===== src/design/rtprs_pkg.sv =====
// rtprs_pkg: shared types and constants for the rtp receiver statistics block
// used by rtprs_ctrl, rtprs_dpath and rtp_receiver_statistics; no dependencies
package rtprs_pkg;

  localparam int unsigned SEQ_W      = 16;
  localparam int unsigned CNT_W      = 32;
  localparam int unsigned PROB_W     = 4;
  localparam int unsigned CFG_IDX_W  = 2;
  localparam int unsigned CFG_DATA_W = 15;
  localparam int unsigned FRAC_W     = 8;
  localparam int unsigned DIV_CNT_W  = $clog2(FRAC_W);

  typedef enum logic [CFG_IDX_W-1:0] {
    CFG_PROBATION_LEN  = 2'd0,
    CFG_MAX_DROPOUT    = 2'd1,
    CFG_MAX_MISORDER   = 2'd2
  } cfg_index_e;

  localparam logic KIND_PACKET = 1'b0;
  localparam logic KIND_REPORT = 1'b1;

  localparam logic [PROB_W-1:0]     MIN_SEQ_RST      = 4'd2;
  localparam logic [CFG_DATA_W-1:0] MAX_DROPOUT_RST  = 15'd3000;
  localparam logic [CFG_DATA_W-1:0] MAX_MISORDER_RST = 15'd100;
  localparam logic [SEQ_W-1:0]      MAX_SEQ_RST      = 16'hFFFF;
  localparam logic [SEQ_W:0]        BAD_SEQ_NONE     = 17'd65537;
  localparam logic [SEQ_W:0]        SEQ_SPAN         = 17'd65536;
  localparam logic [CNT_W-1:0]      WRAP_STEP        = 32'h0001_0000;
  localparam logic [CNT_W-1:0]      JITTER_ROUND     = 32'd8;
  localparam int unsigned           JITTER_SHIFT     = 4;

  typedef enum logic [3:0] {
    ST_IDLE,
    ST_SEQ,
    ST_JIT,
    ST_EXT,
    ST_EXP,
    ST_CNT,
    ST_LINT,
    ST_DIV,
    ST_OUT
  } ctrl_state_e;

  typedef struct packed {
    logic capture;
    logic seq_step;
    logic jit_step;
    logic rpt_ext;
    logic rpt_exp;
    logic rpt_cnt;
    logic rpt_lint;
    logic div_step;
    logic out_load;
  } cmd_t;

  typedef struct packed {
    logic kind;
    logic div_last;
  } status_t;

endpackage


===== src/design/rtprs_ctrl.sv =====
// rtprs_ctrl: sequencer for packet and report transactions, owns the handshakes
// depends on rtprs_pkg
module rtprs_ctrl (
  input  logic                clk_i,
  input  logic                rst_ni,
  input  logic                in_valid_i,
  output logic                in_ready_o,
  output logic                out_valid_o,
  input  logic                out_ready_i,
  input  rtprs_pkg::status_t  stat_i,
  output rtprs_pkg::cmd_t     cmd_o
);

  rtprs_pkg::ctrl_state_e state_q, state_d;
  logic                   out_valid_q, out_valid_d;

  always_ff @(posedge clk_i or negedge rst_ni) begin
    if (!rst_ni) begin
      state_q     <= rtprs_pkg::ST_IDLE;
      out_valid_q <= 1'b0;
    end else begin
      state_q     <= state_d;
      out_valid_q <= out_valid_d;
    end
  end

  always_comb begin
    state_d    = state_q;
    cmd_o      = '0;
    in_ready_o = 1'b0;
    unique case (state_q)
      rtprs_pkg::ST_IDLE: begin
        in_ready_o = 1'b1;
        if (in_valid_i) begin
          cmd_o.capture = 1'b1;
          state_d = (stat_i.kind == rtprs_pkg::KIND_REPORT) ? rtprs_pkg::ST_EXT
                                                              : rtprs_pkg::ST_SEQ;
        end
      end
      rtprs_pkg::ST_SEQ: begin
        cmd_o.seq_step = 1'b1;
        state_d = rtprs_pkg::ST_JIT;
      end
      rtprs_pkg::ST_JIT: begin
        cmd_o.jit_step = 1'b1;
        state_d = rtprs_pkg::ST_OUT;
      end
      rtprs_pkg::ST_EXT: begin
        cmd_o.rpt_ext = 1'b1;
        state_d = rtprs_pkg::ST_EXP;
      end
      rtprs_pkg::ST_EXP: begin
        cmd_o.rpt_exp = 1'b1;
        state_d = rtprs_pkg::ST_CNT;
      end
      rtprs_pkg::ST_CNT: begin
        cmd_o.rpt_cnt = 1'b1;
        state_d = rtprs_pkg::ST_LINT;
      end
      rtprs_pkg::ST_LINT: begin
        cmd_o.rpt_lint = 1'b1;
        state_d = rtprs_pkg::ST_DIV;
      end
      rtprs_pkg::ST_DIV: begin
        cmd_o.div_step = 1'b1;
        if (stat_i.div_last) begin
          state_d = rtprs_pkg::ST_OUT;
        end
      end
      rtprs_pkg::ST_OUT: begin
        // wait for the output register to free up
        if (!out_valid_q || out_ready_i) begin
          cmd_o.out_load = 1'b1;
          state_d = rtprs_pkg::ST_IDLE;
        end
      end
      default: begin
        state_d = rtprs_pkg::ST_IDLE;
      end
    endcase
  end

  assign out_valid_d = cmd_o.out_load | (out_valid_q & ~out_ready_i);
  assign out_valid_o = out_valid_q;

endmodule


===== src/design/rtprs_dpath.sv =====
// rtprs_dpath: sequence tracker, jitter estimator, report arithmetic and
// bit-serial lost fraction divider; depends on rtprs_pkg
module rtprs_dpath (
  input  logic                                  clk_i,
  input  logic                                  rst_ni,
  input  logic                                  cfg_we_i,
  input  logic [rtprs_pkg::CFG_IDX_W-1:0]       cfg_index_i,
  input  logic [rtprs_pkg::CFG_DATA_W-1:0]      cfg_data_i,
  input  logic                                  kind_i,
  input  logic [rtprs_pkg::SEQ_W-1:0]           seq_number_i,
  input  logic [rtprs_pkg::CNT_W-1:0]           packet_timestamp_i,
  input  logic [rtprs_pkg::CNT_W-1:0]           arrival_time_i,
  input  logic                                  arrival_valid_i,
  input  rtprs_pkg::cmd_t                       cmd_i,
  output rtprs_pkg::status_t                    stat_o,
  output logic                                  source_valid_o,
  output logic                                  in_order_o,
  output logic [rtprs_pkg::CNT_W-1:0]           extended_max_o,
  output logic [rtprs_pkg::CNT_W-1:0]           expected_count_o,
  output logic signed [rtprs_pkg::CNT_W-1:0]    lost_count_o,
  output logic [rtprs_pkg::FRAC_W-1:0]          lost_fraction_o,
  output logic [rtprs_pkg::CNT_W-1:0]           jitter_estimate_o
);

  localparam int unsigned SW = rtprs_pkg::SEQ_W;
  localparam int unsigned CW = rtprs_pkg::CNT_W;
  localparam int unsigned PW = rtprs_pkg::PROB_W;
  localparam int unsigned DW = rtprs_pkg::CFG_DATA_W;
  localparam int unsigned FW = rtprs_pkg::FRAC_W;
  localparam int unsigned NW = rtprs_pkg::DIV_CNT_W;

  // configuration
  logic [PW-1:0] min_seq_q;
  logic [DW-1:0] max_dropout_q, max_misorder_q;

  // tracker state
  logic [PW-1:0] probation_q, probation_d;
  logic [SW-1:0] max_seq_q, max_seq_d, base_seq_q, base_seq_d;
  logic [SW:0]   bad_seq_q, bad_seq_d;
  logic [CW-1:0] wrap_q, wrap_d, recv_q, recv_d, recv_prior_q, recv_prior_d;
  logic [CW-1:0] exp_prior_q, exp_prior_d, last_transit_q, last_transit_d;
  logic [CW-1:0] jitter_q, jitter_d;
  logic          tvalid_q, tvalid_d;

  // per-transaction working registers
  logic          kind_q, known_q, ok_q, succ_q;
  logic [SW-1:0] seq_q;
  logic [CW-1:0] transit_q, mag_q, shr_q;
  logic [CW-1:0] ext_q, exp_q, lost_q, expi_q, reci_q, rem_q;
  logic [FW-1:0] quo_q;
  logic          frac_zero_q, frac_sat_q;
  logic [NW-1:0] div_cnt_q;

  // output register
  logic                 sv_out_q, io_out_q;
  logic [CW-1:0]        ext_out_q, exp_out_q, jit_out_q;
  logic signed [CW-1:0] lost_out_q;
  logic [FW-1:0]        frac_out_q;

  logic [SW-1:0] gap;
  logic [PW-1:0] prob_dec;
  logic          succ, ok, do_init, fwd_ok, jump_ok;
  logic [CW-1:0] diff_fw, diff_bw, lint, ext_now;
  logic [CW:0]   rem_dbl, rem_sub;

  assign gap      = seq_q - max_seq_q;
  assign succ     = (gap == SW'(1));
  assign prob_dec = probation_q - PW'(1);
  assign fwd_ok   = ({1'b0, gap} < {{(SW + 1 - DW){1'b0}}, max_dropout_q});
  assign jump_ok  = ({1'b0, gap} <=
                     (rtprs_pkg::SEQ_SPAN - {{(SW + 1 - DW){1'b0}}, max_misorder_q}));

  always_comb begin
    probation_d    = probation_q;
    max_seq_d      = max_seq_q;
    base_seq_d     = base_seq_q;
    bad_seq_d      = bad_seq_q;
    wrap_d         = wrap_q;
    recv_d         = recv_q;
    recv_prior_d   = recv_prior_q;
    exp_prior_d    = exp_prior_q;
    last_transit_d = last_transit_q;
    jitter_d       = jitter_q;
    tvalid_d       = tvalid_q;
    ok             = 1'b0;
    do_init        = 1'b0;

    if (cmd_i.seq_step) begin
      priority if (probation_q != '0) begin
        max_seq_d = seq_q;
        if (succ) begin
          probation_d = prob_dec;
          ok          = 1'b1;
          do_init     = (prob_dec == '0);
        end else begin
          probation_d = (min_seq_q == '0) ? '0 : min_seq_q - PW'(1);
        end
      end else if (fwd_ok) begin
        if (seq_q < max_seq_q) begin
          wrap_d = wrap_q + rtprs_pkg::WRAP_STEP;
        end
        max_seq_d = seq_q;
        recv_d    = recv_q + CW'(1);
        ok        = succ;
      end else if (jump_ok) begin
        // two consecutive packets after a large jump: resync on the new source
        if ({1'b0, seq_q} == bad_seq_q) begin
          do_init = 1'b1;
          ok      = succ;
        end else begin
          bad_seq_d = {1'b0, seq_q + SW'(1)};
        end
      end else begin
        ok = 1'b0;
      end

      if (do_init) begin
        base_seq_d     = seq_q;
        max_seq_d      = seq_q;
        bad_seq_d      = rtprs_pkg::BAD_SEQ_NONE;
        wrap_d         = '0;
        exp_prior_d    = '0;
        recv_d         = CW'(1);
        recv_prior_d   = '0;
        jitter_d       = '0;
        last_transit_d = '0;
        tvalid_d       = 1'b0;
      end
    end

    if (cmd_i.jit_step) begin
      if (!known_q) begin
        jitter_d = '0;
      end else begin
        if (tvalid_q) begin
          jitter_d = jitter_q + (mag_q - shr_q);
        end
        last_transit_d = transit_q;
        tvalid_d       = 1'b1;
      end
    end

    if (cmd_i.rpt_cnt) begin
      exp_prior_d  = exp_q;
      recv_prior_d = recv_q;
    end
  end

  always_ff @(posedge clk_i or negedge rst_ni) begin
    if (!rst_ni) begin
      min_seq_q      <= rtprs_pkg::MIN_SEQ_RST;
      max_dropout_q  <= rtprs_pkg::MAX_DROPOUT_RST;
      max_misorder_q <= rtprs_pkg::MAX_MISORDER_RST;
      probation_q    <= rtprs_pkg::MIN_SEQ_RST;
      max_seq_q      <= rtprs_pkg::MAX_SEQ_RST;
      base_seq_q     <= '0;
      bad_seq_q      <= rtprs_pkg::BAD_SEQ_NONE;
      wrap_q         <= '0;
      recv_q         <= '0;
      recv_prior_q   <= '0;
      exp_prior_q    <= '0;
      last_transit_q <= '0;
      jitter_q       <= '0;
      tvalid_q       <= 1'b0;
      div_cnt_q      <= '0;
    end else begin
      max_seq_q      <= max_seq_d;
      base_seq_q     <= base_seq_d;
      bad_seq_q      <= bad_seq_d;
      wrap_q         <= wrap_d;
      recv_q         <= recv_d;
      recv_prior_q   <= recv_prior_d;
      exp_prior_q    <= exp_prior_d;
      last_transit_q <= last_transit_d;
      jitter_q       <= jitter_d;
      tvalid_q       <= tvalid_d;
      // writing the probation length also reloads probation
      if (cfg_we_i && (cfg_index_i == rtprs_pkg::CFG_PROBATION_LEN)) begin
        probation_q <= cfg_data_i[PW-1:0];
      end else begin
        probation_q <= probation_d;
      end
      if (cfg_we_i) begin
        if (cfg_index_i == rtprs_pkg::CFG_PROBATION_LEN) begin
          min_seq_q <= cfg_data_i[PW-1:0];
        end
        if (cfg_index_i == rtprs_pkg::CFG_MAX_DROPOUT) begin
          max_dropout_q <= cfg_data_i;
        end
        if (cfg_index_i == rtprs_pkg::CFG_MAX_MISORDER) begin
          max_misorder_q <= cfg_data_i;
        end
      end
      if (cmd_i.rpt_lint) begin
        div_cnt_q <= '0;
      end else if (cmd_i.div_step) begin
        div_cnt_q <= div_cnt_q + NW'(1);
      end
    end
  end

  // both differences in parallel, sign of the forward one picks the magnitude
  assign diff_fw = transit_q - last_transit_q;
  assign diff_bw = last_transit_q - transit_q;
  assign lint    = expi_q - reci_q;
  assign rem_dbl = {rem_q, 1'b0};
  assign rem_sub = rem_dbl - {1'b0, expi_q};
  assign ext_now = wrap_q + {{(CW - SW){1'b0}}, max_seq_q};

  always_ff @(posedge clk_i) begin
    if (cmd_i.capture) begin
      kind_q    <= kind_i;
      seq_q     <= seq_number_i;
      transit_q <= arrival_time_i - packet_timestamp_i;
      known_q   <= arrival_valid_i;
    end
    if (cmd_i.seq_step) begin
      mag_q  <= diff_fw[CW-1] ? diff_bw : diff_fw;
      shr_q  <= (jitter_q + rtprs_pkg::JITTER_ROUND) >> rtprs_pkg::JITTER_SHIFT;
      ok_q   <= ok;
      succ_q <= succ;
    end
    if (cmd_i.rpt_ext) begin
      ext_q <= ext_now;
    end
    if (cmd_i.rpt_exp) begin
      exp_q <= ext_q - {{(CW - SW){1'b0}}, base_seq_q} + CW'(1);
    end
    if (cmd_i.rpt_cnt) begin
      lost_q <= exp_q - recv_q;
      expi_q <= exp_q - exp_prior_q;
      reci_q <= recv_q - recv_prior_q;
    end
    if (cmd_i.rpt_lint) begin
      frac_zero_q <= (expi_q == '0) || (lint == '0) || lint[CW-1];
      // quotient above 255 exactly when interval loss reaches the interval
      frac_sat_q  <= (lint >= expi_q);
      rem_q       <= lint;
      quo_q       <= '0;
    end
    if (cmd_i.div_step) begin
      if (rem_dbl >= {1'b0, expi_q}) begin
        rem_q <= rem_sub[CW-1:0];
        quo_q <= {quo_q[FW-2:0], 1'b1};
      end else begin
        rem_q <= rem_dbl[CW-1:0];
        quo_q <= {quo_q[FW-2:0], 1'b0};
      end
    end
    if (cmd_i.out_load) begin
      ext_out_q <= ext_now;
      jit_out_q <= jitter_q;
      if (kind_q == rtprs_pkg::KIND_REPORT) begin
        sv_out_q   <= 1'b0;
        io_out_q   <= 1'b0;
        exp_out_q  <= exp_q;
        lost_out_q <= $signed(lost_q);
        if (frac_zero_q) begin
          frac_out_q <= '0;
        end else if (frac_sat_q) begin
          frac_out_q <= '1;
        end else begin
          frac_out_q <= quo_q;
        end
      end else begin
        sv_out_q   <= ok_q;
        io_out_q   <= succ_q;
        exp_out_q  <= '0;
        lost_out_q <= '0;
        frac_out_q <= '0;
      end
    end
  end

  assign stat_o.kind     = kind_i;
  assign stat_o.div_last = (div_cnt_q == '1);

  assign source_valid_o    = sv_out_q;
  assign in_order_o        = io_out_q;
  assign extended_max_o    = ext_out_q;
  assign expected_count_o  = exp_out_q;
  assign lost_count_o      = lost_out_q;
  assign lost_fraction_o   = frac_out_q;
  assign jitter_estimate_o = jit_out_q;

endmodule


===== src/design/rtp_receiver_statistics.sv =====
// rtp_receiver_statistics: top level, joins the sequencer and the datapath
// depends on rtprs_pkg, rtprs_ctrl, rtprs_dpath
//
//   channel | handshake              | payload
//   --------+------------------------+------------------------------------------
//   in      | in_valid_i, in_ready_o | kind, seq_number, packet_timestamp,
//           |                        | arrival_time, arrival_valid
//   out     | out_valid_o,out_ready_i| source_valid, in_order, extended_max,
//           |                        | expected_count, lost_count, lost_fraction,
//           |                        | jitter_estimate
//   cfg     | cfg_we_i               | cfg_index_i, cfg_data_i
//
// a packet transaction runs the tracker step, jitter step and output load
// before the next accept. a report runs its count steps, then the 8-step
// restoring divider for the lost fraction. one transaction is in flight
// at a time. rst_ni clears all tracker state to its reset values and the
// registers to their defaults at once. a result waits in the output register;
// a new transaction is still taken and runs until it needs that register.
module rtp_receiver_statistics (
  input  logic                                  clk_i,
  input  logic                                  rst_ni,
  input  logic                                  cfg_we_i,
  input  logic [rtprs_pkg::CFG_IDX_W-1:0]       cfg_index_i,
  input  logic [rtprs_pkg::CFG_DATA_W-1:0]      cfg_data_i,
  input  logic                                  in_valid_i,
  output logic                                  in_ready_o,
  input  logic                                  kind_i,
  input  logic [rtprs_pkg::SEQ_W-1:0]           seq_number_i,
  input  logic [rtprs_pkg::CNT_W-1:0]           packet_timestamp_i,
  input  logic [rtprs_pkg::CNT_W-1:0]           arrival_time_i,
  input  logic                                  arrival_valid_i,
  output logic                                  out_valid_o,
  input  logic                                  out_ready_i,
  output logic                                  source_valid_o,
  output logic                                  in_order_o,
  output logic [rtprs_pkg::CNT_W-1:0]           extended_max_o,
  output logic [rtprs_pkg::CNT_W-1:0]           expected_count_o,
  output logic signed [rtprs_pkg::CNT_W-1:0]    lost_count_o,
  output logic [rtprs_pkg::FRAC_W-1:0]          lost_fraction_o,
  output logic [rtprs_pkg::CNT_W-1:0]           jitter_estimate_o
);

  rtprs_pkg::cmd_t    cmd;
  rtprs_pkg::status_t stat;

  rtprs_ctrl u_ctrl (
    .clk_i       (clk_i),
    .rst_ni      (rst_ni),
    .in_valid_i  (in_valid_i),
    .in_ready_o  (in_ready_o),
    .out_valid_o (out_valid_o),
    .out_ready_i (out_ready_i),
    .stat_i      (stat),
    .cmd_o       (cmd)
  );

  rtprs_dpath u_dpath (
    .clk_i              (clk_i),
    .rst_ni             (rst_ni),
    .cfg_we_i           (cfg_we_i),
    .cfg_index_i        (cfg_index_i),
    .cfg_data_i         (cfg_data_i),
    .kind_i             (kind_i),
    .seq_number_i       (seq_number_i),
    .packet_timestamp_i (packet_timestamp_i),
    .arrival_time_i     (arrival_time_i),
    .arrival_valid_i    (arrival_valid_i),
    .cmd_i              (cmd),
    .stat_o             (stat),
    .source_valid_o     (source_valid_o),
    .in_order_o         (in_order_o),
    .extended_max_o     (extended_max_o),
    .expected_count_o   (expected_count_o),
    .lost_count_o       (lost_count_o),
    .lost_fraction_o    (lost_fraction_o),
    .jitter_estimate_o  (jitter_estimate_o)
  );

  // at most one datapath step per cycle
  assert property (@(posedge clk_i) disable iff (!rst_ni)
    $onehot0({cmd.capture, cmd.seq_step, cmd.jit_step, cmd.rpt_ext, cmd.rpt_exp,
              cmd.rpt_cnt, cmd.rpt_lint, cmd.div_step, cmd.out_load}))
    else $error("more than one datapath step active");

  // one transaction at a time
  assert property (@(posedge clk_i) disable iff (!rst_ni)
    in_valid_i && in_ready_o |=> !in_ready_o)
    else $error("input taken while a transaction is in flight");

  // a loaded result is always offered next cycle
  assert property (@(posedge clk_i) disable iff (!rst_ni)
    cmd.out_load |=> out_valid_o)
    else $error("result loaded but not offered");

  // packet flags and report counts never share a result
  assert property (@(posedge clk_i) disable iff (!rst_ni)
    out_valid_o && (lost_fraction_o != '0) |-> !source_valid_o && !in_order_o)
    else $error("report result carries packet flags");

endmodule


===== config.mk =====
export PLATFORM = sky130hd
export DESIGN_NAME = rtp_receiver_statistics
export DESIGN_NICKNAME = d
export VERILOG_FILES = /design/src/design/rtprs_pkg.sv /design/src/design/rtprs_ctrl.sv /design/src/design/rtprs_dpath.sv /design/src/design/rtp_receiver_statistics.sv
export SDC_FILE = /design/constraint.sdc
export NUM_CORES = 2
export LEC_CHECK = 0
export BUFFER_PORTS_ARGS = -buffer_cell sky130_fd_sc_hd__buf_2
export CAP_MARGIN = 20
export CORE_AREA = 2 2 275 277
export DETAILED_ROUTE_END_ITERATION = 6
export DIE_AREA = 0 0 277 279
export GPL_TIMING_DRIVEN = 0
export HOLD_SLACK_MARGIN = 0.03
export PLACE_DENSITY_LB_ADDON = 0.25
export REMOVE_ABC_BUFFERS = 1
export SYNTH_ARGS = -nofsm -noshare
export SYNTH_HDL_FRONTEND = slang
export SYNTH_SLANG_ARGS = --single-unit

===== constraint.sdc =====
create_clock -name clk_i -period 10.3 [get_ports clk_i]
set_clock_uncertainty 0.1 [all_clocks]
set_input_delay 2.06 -clock clk_i [delete_from_list [all_inputs] [get_ports clk_i]]
set_output_delay 2.06 -clock clk_i [all_outputs]
set_load 0.02 [all_outputs]

==> impl_metrics.py <==
metrics = {
    "global_routing": {
        "grt_pass1_vias": 34353,
        "antenna_found_initial": 1,
        "grt_use_total": 0.284,
        "grt_pass1_wl_um": 177000,
        "grt_max_degree": 106,
        "grt_overflow": 0,
    },
    "cts": {
        "worstSkewPairLatency_ns": 0.64,
        "cts-htree-levels": 3,
        "cts_resized": 0,
        "cts_tree": "built",
        "clockRootBuffer": "clkbuf_16",
        "cts_setup_buffers": 0,
        "ctsHoldBuffers": 0,
        "clk_pin_slew_ns": 0.06,
        "cts_sinks": 724,
        "max-clock-path-buffers": 3,
        "cts-buffers-inserted": 78,
    },
    "worst_setup_path": {
        "cp_slowest_cell": "o311ai_1",
        "crit_chain": "inv_1 > ha_1 > inv_1 > fa_1 > a211oi_1 > o21ai_1 > a31o_2 > o311ai_1 > ha_1 > a21o_1 > a21oi_1 > o21ai_0 > a211oi_1 > o21ai_0 > a21oi_1 > o41ai_2 > o32ai_4 > buf_8 > buf_8 > buf_8 > nor2_2 > buf_8 > a21o_1 > a21o_1",
        "worstPathRequired_ns": 10.71,
        "r2r_cells": 24,
        "critPathMaxFanout": 24,
        "crit_path_end_kind": "flip-flop",
        "path_common_cell": "buf_8",
        "path_class": "reg2reg",
        "worstPathArrival_ns": 6.75,
        "slowest_delay_ns": 0.57,
        "cp-start-kind": "flip-flop",
    },
    "yosys": {
        "yosys_warnings": 0,
        "synthArstFlopShare": 0.376,
        "ys_ff_latch": 724,
        "synth_area_um2": 46600,
        "ys_seq_area_frac": 0.439,
        "avgSynthCellArea_um2": 9.83,
        "ys.flop_type": "edfxtp_1",
        "synth_top_area_cell": "edfxtp_1",
        "synth-edff-count": 452,
        "synth_cell_type_count": 91,
        "synth.area.top_cells": "edfxtp_1, dfrtp_1, ha_1",
        "synthDominantCellAreaShare": 0.292,
        "syn_inst": 4738,
    },
    "run_status": {
        "status": "complete, no violations",
    },
    "timing": {
        "setup_slack_ns": 3.96,
        "min_period_ns": 6.34,
        "finalMaxSlewViolations": 0,
        "max_freq_mhz": 158,
        "fin_crit_sh": 0.616,
        "setup_viol": 0,
        "tightest_slew_ns": 1.13,
        "maxSlewHeadroom": 0.240,
        "rsz0062_at_grt": "false",
        "hold_viol_final": 0,
    },
    "power": {
        "power_uw": 16000,
        "irDropWorstVdd_mv": 0.181,
        "pwr_density_cell_nw_per_um2": 309,
        "p_leak_uw": 0.0225,
    },
    "floorplan": {
        "die_area_um2": 77300,
        "start_util": 0.629,
        "rows": 100,
        "chipHeight_um": 279,
        "io_pins": 244,
        "core_um2": 74100,
        "die_width_um": 277,
    },
    "detailed_routing": {
        "ant_nets": 0,
        "via_per_inst": 5.88,
        "first_iter_violations": 2919,
        "drt_first_pass_iters": 6,
        "wl_per_cell_um": 18.3,
        "wirelength_um": 110000,
        "num_vias": 35238,
        "drc_errors": 0,
    },
    "cells_and_area": {
        "areaGrowthSynthToFinish_pct": 11.4,
        "fin_nets": 5513,
        "fin_cells": 5992,
        "layout-drive-gt1-share": 0.106,
    },
    "place": {
        "gp_congestion": 0.920,
        "dp_cells": 5841,
        "dp_hpwl_um": 83200,
        "io_buffers": 243,
        "post-place-ws_ns": 4.04,
    },
    "hold_path": {
        "hold_class": "reg2reg",
        "hold_depth": 2,
    },
    "job": {
        "drv_cap": 0,
    },
}
[synth_stat cells (all sizes together), types with 9 or more instances]
library cell,n
mux2i,11
a31oi,30
dfrtp,242
o21ai,271
xnor2,272
nand4,57
nand2b,48
a221o,11
nor2b,52
buf,25
a211o,13
o21bai,29
and2,97
nand3,64
nand3b,11
edfxtp,452
o2111ai,10
o211ai,29
a211oi,35
mux2,38
o31a,9
a221oi,11
nor3,82
nand2,403
o31ai,127
a21oi,285
a311oi,9
or3,29
inv,530
a2111oi,15
ha,416
o22ai,9
nor4,38
or2,15
nor2,324
a21o,133
a21boi,13
nor3b,10
fa,38
clkbuf,127
o21a,59
dfstp,30
and3,42
or4,10
xor2,93
[metal layers]
metal | vias up | track usage | share of wire
met4 | 0 | 0.0904 | 0.029
met2 | 1055 | 0.465 | 0.46
met3 | 200 | 0.0331 | 0.058
met1 | 16774 | 0.397 | 0.45
met5 | - | 0 | 0
li1 | 17209 | - | -
[final timing paths]
kind | slack (ns) | endpoint | start
min in group asynchronous | 1.11 | u_dpath.jitter_q[1]$_DFF_PN0_ | rst_ni
max | 3.96 | u_dpath.jitter_q[31]$_DFF_PN0_ | u_dpath.seq_q[0]$_DFFE_PP_
max reg2reg | 3.96 | u_dpath.jitter_q[31]$_DFF_PN0_ | u_dpath.seq_q[0]$_DFFE_PP_
min reg2reg | 0.38 | u_dpath.base_seq_q[1]$_DFFE_PN0P_ | u_dpath.base_seq_q[1]$_DFFE_PN0P_
min | 0.38 | u_dpath.base_seq_q[1]$_DFFE_PN0P_ | u_dpath.base_seq_q[1]$_DFFE_PN0P_
max in group asynchronous | 7.78 | u_dpath.max_seq_q[1]$_DFFE_PN1P_ | rst_ni
[metrics by stage]
stage / hold WS [ns] / TNS, ns / utilization / area, um2
after floorplan: 0.343 / 0 / - / 45900
after global placement: 0.358 / -1002.60 / 0.653 / 48400
after detailed placement: 0.368 / 0 / 0.665 / 49300
after CTS: 0.381 / 0 / 0.700 / 51800
after global routing: 0.394 / 0 / 0.700 / 51800
final: 0.381 / 0 / 0.700 / 51800
[kinds of logic after synthesis]
kind of cell    count (synthesis)  share of synthesized area
compound gates               1161                      0.163
mux                            49                     0.0116
buf+inv                       683                     0.0559
fa+ha+maj                     454                      0.128
simple gates                 1301                      0.134
flops                         724                      0.439
xor+xnor                      366                     0.0691
[critical path, delay by kind of cell (launching register included)]
family          cells  cell delay, ns
compound gates     14            3.38
fa+ha+maj           3            0.95
buf+inv             6            1.11
flops               1            0.51
simple gates        1            0.13
[where the power goes]
part / internal (uW) / leakage, uW / switching, uW
logic: 3480 / 0.0136 / 5020
registers: 4210 / 0.00768 / 500
clock network: 1620 / 0.00124 / 1190
[layout make-up]
class | instances | area [um2]
fillers | 5572 | 22200
clock buffers | 106 | 2140
clock inverters | 40 | 425
diodes | 2 | 5.00
well taps | 969 | 1210
inverters | 531 | 1990
multi-input cells | 3331 | 23600
flip-flops and latches | 724 | 20400
repair buffers | 289 | 2030
[cell usage in the layout (no fill, tap or decap), drive strengths merged, types with 30 or more instances in the layout]
cell / n
inv: 534
edfxtp: 452
ha: 416
nand2: 403
nor2: 324
buf: 286
a21oi: 285
xnor2: 272
o21ai: 271
dfrtp: 242
a21o: 133
o31ai: 127
clkbuf: 109
and2: 97
xor2: 93
nor3: 82
nand3: 64
o21a: 59
nand4: 57
nor2b: 52
nand2b: 48
and3: 42
mux2: 38
fa: 38
nor4: 38
a211oi: 35
a31oi: 30
dfstp: 30
Note: power is estimated with default switching activity, not from simulation.
